**src/rtl/core/gfv_mul.sv**
```systemverilog
`timescale 1ns / 1ps
`default_nettype none
module gfv_mul #(
  parameter int A_W  = 32,
  parameter int B_W  = 32,
  parameter int A_CH = 32,
  parameter int B_CH = 32
) (
  input  logic               clk,
  input  logic [A_W-1:0]     a,
  input  logic [B_W-1:0]     b,
  output logic [A_W+B_W-1:0] p
);

  localparam int NA   = (A_W + A_CH - 1) / A_CH;
  localparam int NB   = (B_W + B_CH - 1) / B_CH;
  localparam int LAT  = NA * NB;
  localparam int AP_W = NA * A_CH;
  localparam int BP_W = NB * B_CH;
  localparam int P_W  = A_W + B_W;

  logic [AP_W-1:0] a_pipe   [LAT+1];
  logic [BP_W-1:0] b_pipe   [LAT+1];
  logic [P_W-1:0]  acc_pipe [LAT+1];

  assign a_pipe[0]   = AP_W'(a);
  assign b_pipe[0]   = BP_W'(b);
  assign acc_pipe[0] = '0;

  // One partial product per stage, accumulated at its weight.
  for (genvar s = 0; s < LAT; s++) begin : g_stage
    localparam int IA = s / NB;
    localparam int IB = s % NB;
    localparam int SH = IA * A_CH + IB * B_CH;
    logic [A_CH+B_CH-1:0] part;

    assign part = a_pipe[s][IA*A_CH +: A_CH] * b_pipe[s][IB*B_CH +: B_CH];

    always_ff @(posedge clk) begin
      a_pipe[s+1]   <= a_pipe[s];
      b_pipe[s+1]   <= b_pipe[s];
      acc_pipe[s+1] <= acc_pipe[s] + (P_W'(part) << SH);
    end
  end

  assign p = acc_pipe[LAT];

endmodule
`default_nettype wire

```
**config.mk**
```make
export PLATFORM = sky130hd
export DESIGN_NAME = gfv_mul
export DESIGN_NICKNAME = d
export VERILOG_FILES = /design/src/rtl/core/gfv_mul.sv
export SDC_FILE = /design/constraint.sdc
export NUM_CORES = 2
export LEC_CHECK = 0
export ABC_CLOCK_PERIOD_IN_PS = 7900
export BUFFER_PORTS_ARGS = -buffer_cell sky130_fd_sc_hd__buf_2
export CORE_AREA = 2 2 318 320
export CTS_BUF_LIST = sky130_fd_sc_hd__clkbuf_4 sky130_fd_sc_hd__clkbuf_8 sky130_fd_sc_hd__clkbuf_16
export DETAILED_ROUTE_END_ITERATION = 8
export DIE_AREA = 0 0 320 322
export PLACE_DENSITY = 0.59
export SYNTH_ARGS = -nofsm -noshare
export SYNTH_HDL_FRONTEND = slang
export SYNTH_SLANG_ARGS = --single-unit
```
**constraint.sdc**
```tcl
create_clock -name clk -period 7.9 [get_ports clk]
set_clock_uncertainty 0.15 [all_clocks]
set_input_delay 0.79 -clock clk [delete_from_list [all_inputs] [get_ports clk]]
set_output_delay 0.79 -clock clk [all_outputs]
set_load 0.005 [all_outputs]
```
==> run_results.csv <==
group,metric,value,unit
placement,dp.cells,5258,
die,dieArea,103000,sq um
drt,drc,0,
timing,period_minus_slack,7.724,ns
yosys,synth.most_common_cell,"fa_1",
final_layout,largest_reg_flops,64,
timing,finalHoldViolCount,0,
yosys,synth.net_count,4982,
outcome,status,"complete, no violations",
die,die_w,320,um
yosys,synth_commonest_cells,"fa_1 (896), inv_1 (863), and2_1 (603)",
drt,dr.pass1.iters,5,
global_routing,use_met1,22.76,%
die,die_h,322,um
drt,vias,25220,
min_path,min_path_type,"primary input to register",
drt,dr.first_iter.drc_count,1254,
yosys,synth-main-ff-cell,"dfxtp_1",
min_path,hold_path_depth,3,
setup_path,cp-startpoint,"a[7]",
clock_tree,cts_inserted_buffers,9,
clock_tree,htreeDepth,3,
yosys,syn_avg_cell_area,9.215,sq um
setup_path,crit_slowest_cell,"fa_1",
drt,wl,94.26,mm
yosys,ys_types,56,
setup_path,worst_ep_arrival_time,7.86,ns
yosys,synth-edff-count,0,
drt,drt-wirelength-per-cell,17.85,um
placement,portBuffers,128,
clock_tree,cts_tree,"yes",
yosys,syn_area,34630,sq um
drt,drt-vias-per-instance,4.776,
timing,fmax,129.5,MHz
global_routing,gr-total-overflow,0,
yosys,syn_inst,3758,
timing,grt_setup_unrepaired,"true",
setup_path,path_class,"primary input to register",
global_routing,antenna_found_initial,9,
setup_path,cp_num_buf_inv,6,
timing,drv_slew,0,
die,rows,116,
die,core,99570,sq um
final_layout,fin_nets,5196,
final_layout,final_layout_size_suffix_gt1_share,11.87,%
placement,hpwl,84.11,mm
global_routing,grt.total_usage,19.14,%
global_routing,met3_usage,2.163,%
global_routing,grt-busiest-layer,"met2",
drt,drtAntennaViolNets,0,
global_routing,grt_pass1_wl,151.5,mm
clock_tree,cts_buffer_depth,2,
setup_path,cpMostUsedCell,"fa_1",
yosys,ys_warn_count,0,
setup_path,slowest_delay,0.62,ns
clock_tree,cts_sinks,64,
setup_path,critPathTopFamily,"adder cells",
setup_path,crit_end,"p[62]$_DFF_P_",
run,maxCapViolations,0,
global_routing,grt_pass1_vias,27280,
final_layout,finalNonFillerCells,5279,
placement,place.gp.congestion,0.8955,
yosys,yosysTopAreaCell,"fa_1",
yosys,synth_area_leaders,"fa_1 (52%), and2_1 (11%), ha_1 (9.5%)",
die,io_pins,129,
yosys,synthArstFlopShare,0,%
timing,worstMarginPinSlew,0.7013,ns
yosys,yosys_register_bits,64,
setup_path,cp_num_cells,24,
timing,period_share,97.77,%
timing,slew_headroom,52.97,%
setup_path,path_cells,"buf_2, buf_4, nand2_1, fa_1, inv_1, fa_1, fa_1, fa_1, fa_1, fa_1, fa_1, inv_1, fa_1, inv_1, ha_1, nand4_1, or4_1, or3_4, a31oi_4, buf_4, a31o_4, a211oi_2, o21ai_1, xor2_1",
yosys,ys_seq_area_share,3.700,%
global_routing,grt_max_degree,31,
setup_path,cp.required,8.04,ns
timing,setup_violations,0,
global_routing,grt_use_met2,35.37,%
yosys,synth_top_area_share,51.80,%
final_layout,area_growth_syn_to_layout,12.80,%
die,start_util,34.78,%
clock_tree,cts_root_buffer,"clkbuf_16",
setup_path,cp_max_fo,7,
setup_path,cp-end-kind,"register",
clock_tree,clkTransAtPathRegs,0.06,ns
setup_path,cp-start-kind,"primary input",
## cell type report
cell class,instances,area (sq um)
diodes,4,10.01
inverters,863,3239
well taps,1298,1624
repair buffers,430,3259
fillers,10140,60500
clock inverters,6,70.07
flip-flops and latches,64,1281
multi-input cells,2604,29350
clock buffers,10,232.7
## how the worst min path moves through the flow
stage / endpoint / startpoint / slack, ns
after detailed placement: p[2] / p[2]$_DFF_P_ / 1.01
after global routing: p[0]$_DFF_P_ / a[0] / 0.80
after floorplan: p[0]$_DFF_P_ / b[0] / 0.77
after global placement: p[2] / p[2]$_DFF_P_ / 1.02
final: p[0]$_DFF_P_ / a[0] / 0.81
after CTS: p[0]$_DFF_P_ / a[0] / 0.77
## metrics by stage
stage               hold WS [ns]  worst slack [ns]  utilization [%]   TNS, ns  area [sq um]
floorplan                 0.7673            0.2121                -         0         34630
global placement           1.016           -0.3645            38.72    -3.116         38550
detailed placement         1.015           -0.4059            38.72    -3.845         38550
CTS                       0.7729          0.001945            39.03         0         38860
global route              0.7992          -0.04076            39.23  -0.04076         39060
finish                    0.8071            0.1764            39.23         0         39060
## cell usage in the layout (no fill, tap or decap), types with 26 or more instances in the layout
| cell | Yosys | routed |
|---|---|---|
| inv_1 | 863 | 863 |
| o21ai_0 | 28 | 28 |
| xnor2_1 | 33 | 33 |
| buf_4 | 0 | 285 |
| and2_1 | 603 | 603 |
| ha_1 | 263 | 260 |
| a21oi_1 | 68 | 67 |
| buf_2 | 9 | 100 |
| a21o_1 | 37 | 37 |
| xor2_1 | 26 | 26 |
| fa_1 | 896 | 892 |
| dfxtp_1 | 64 | 64 |
| nand2_1 | 478 | 478 |
## cells by family after synthesis
logic type	count (synthesis)	share of synthesized area, %
and+or+nand+nor	1180	17.71
adders and majority gates	1159	61.30
buffers and inverters	1090	11.85
AOI/OAI and AO/OA	205	3.917
DFF	64	3.700
xor gates and xnor gates	59	1.492
muxes	1	0.02891
## what timing repair did
| item | 4_1_cts | 5_1_grt |
|---|---|---|
| setup buffers | 0 | 1 |
| setup endpoints to repair | 2 | 15 |
| hold buffers | 0 | 0 |
| gates cloned | 0 | 0 |
| resized for setup | 2 | 57 |
| pin swaps | 0 | 9 |
| hold endpoints to repair | 0 | 0 |
## per-layer routing
metal | up-vias | part of all wire, %
li1 | 11300 | -
met1 | 13210 | 38
met2 | 528 | 54
met3 | 162 | 3.8
met4 | 8 | 4.1
met5 | - | 0.051
Power is left out: the tool's default activity adds up to more than one toggle a clock period on the data nets, which glitch-free logic cannot reach.
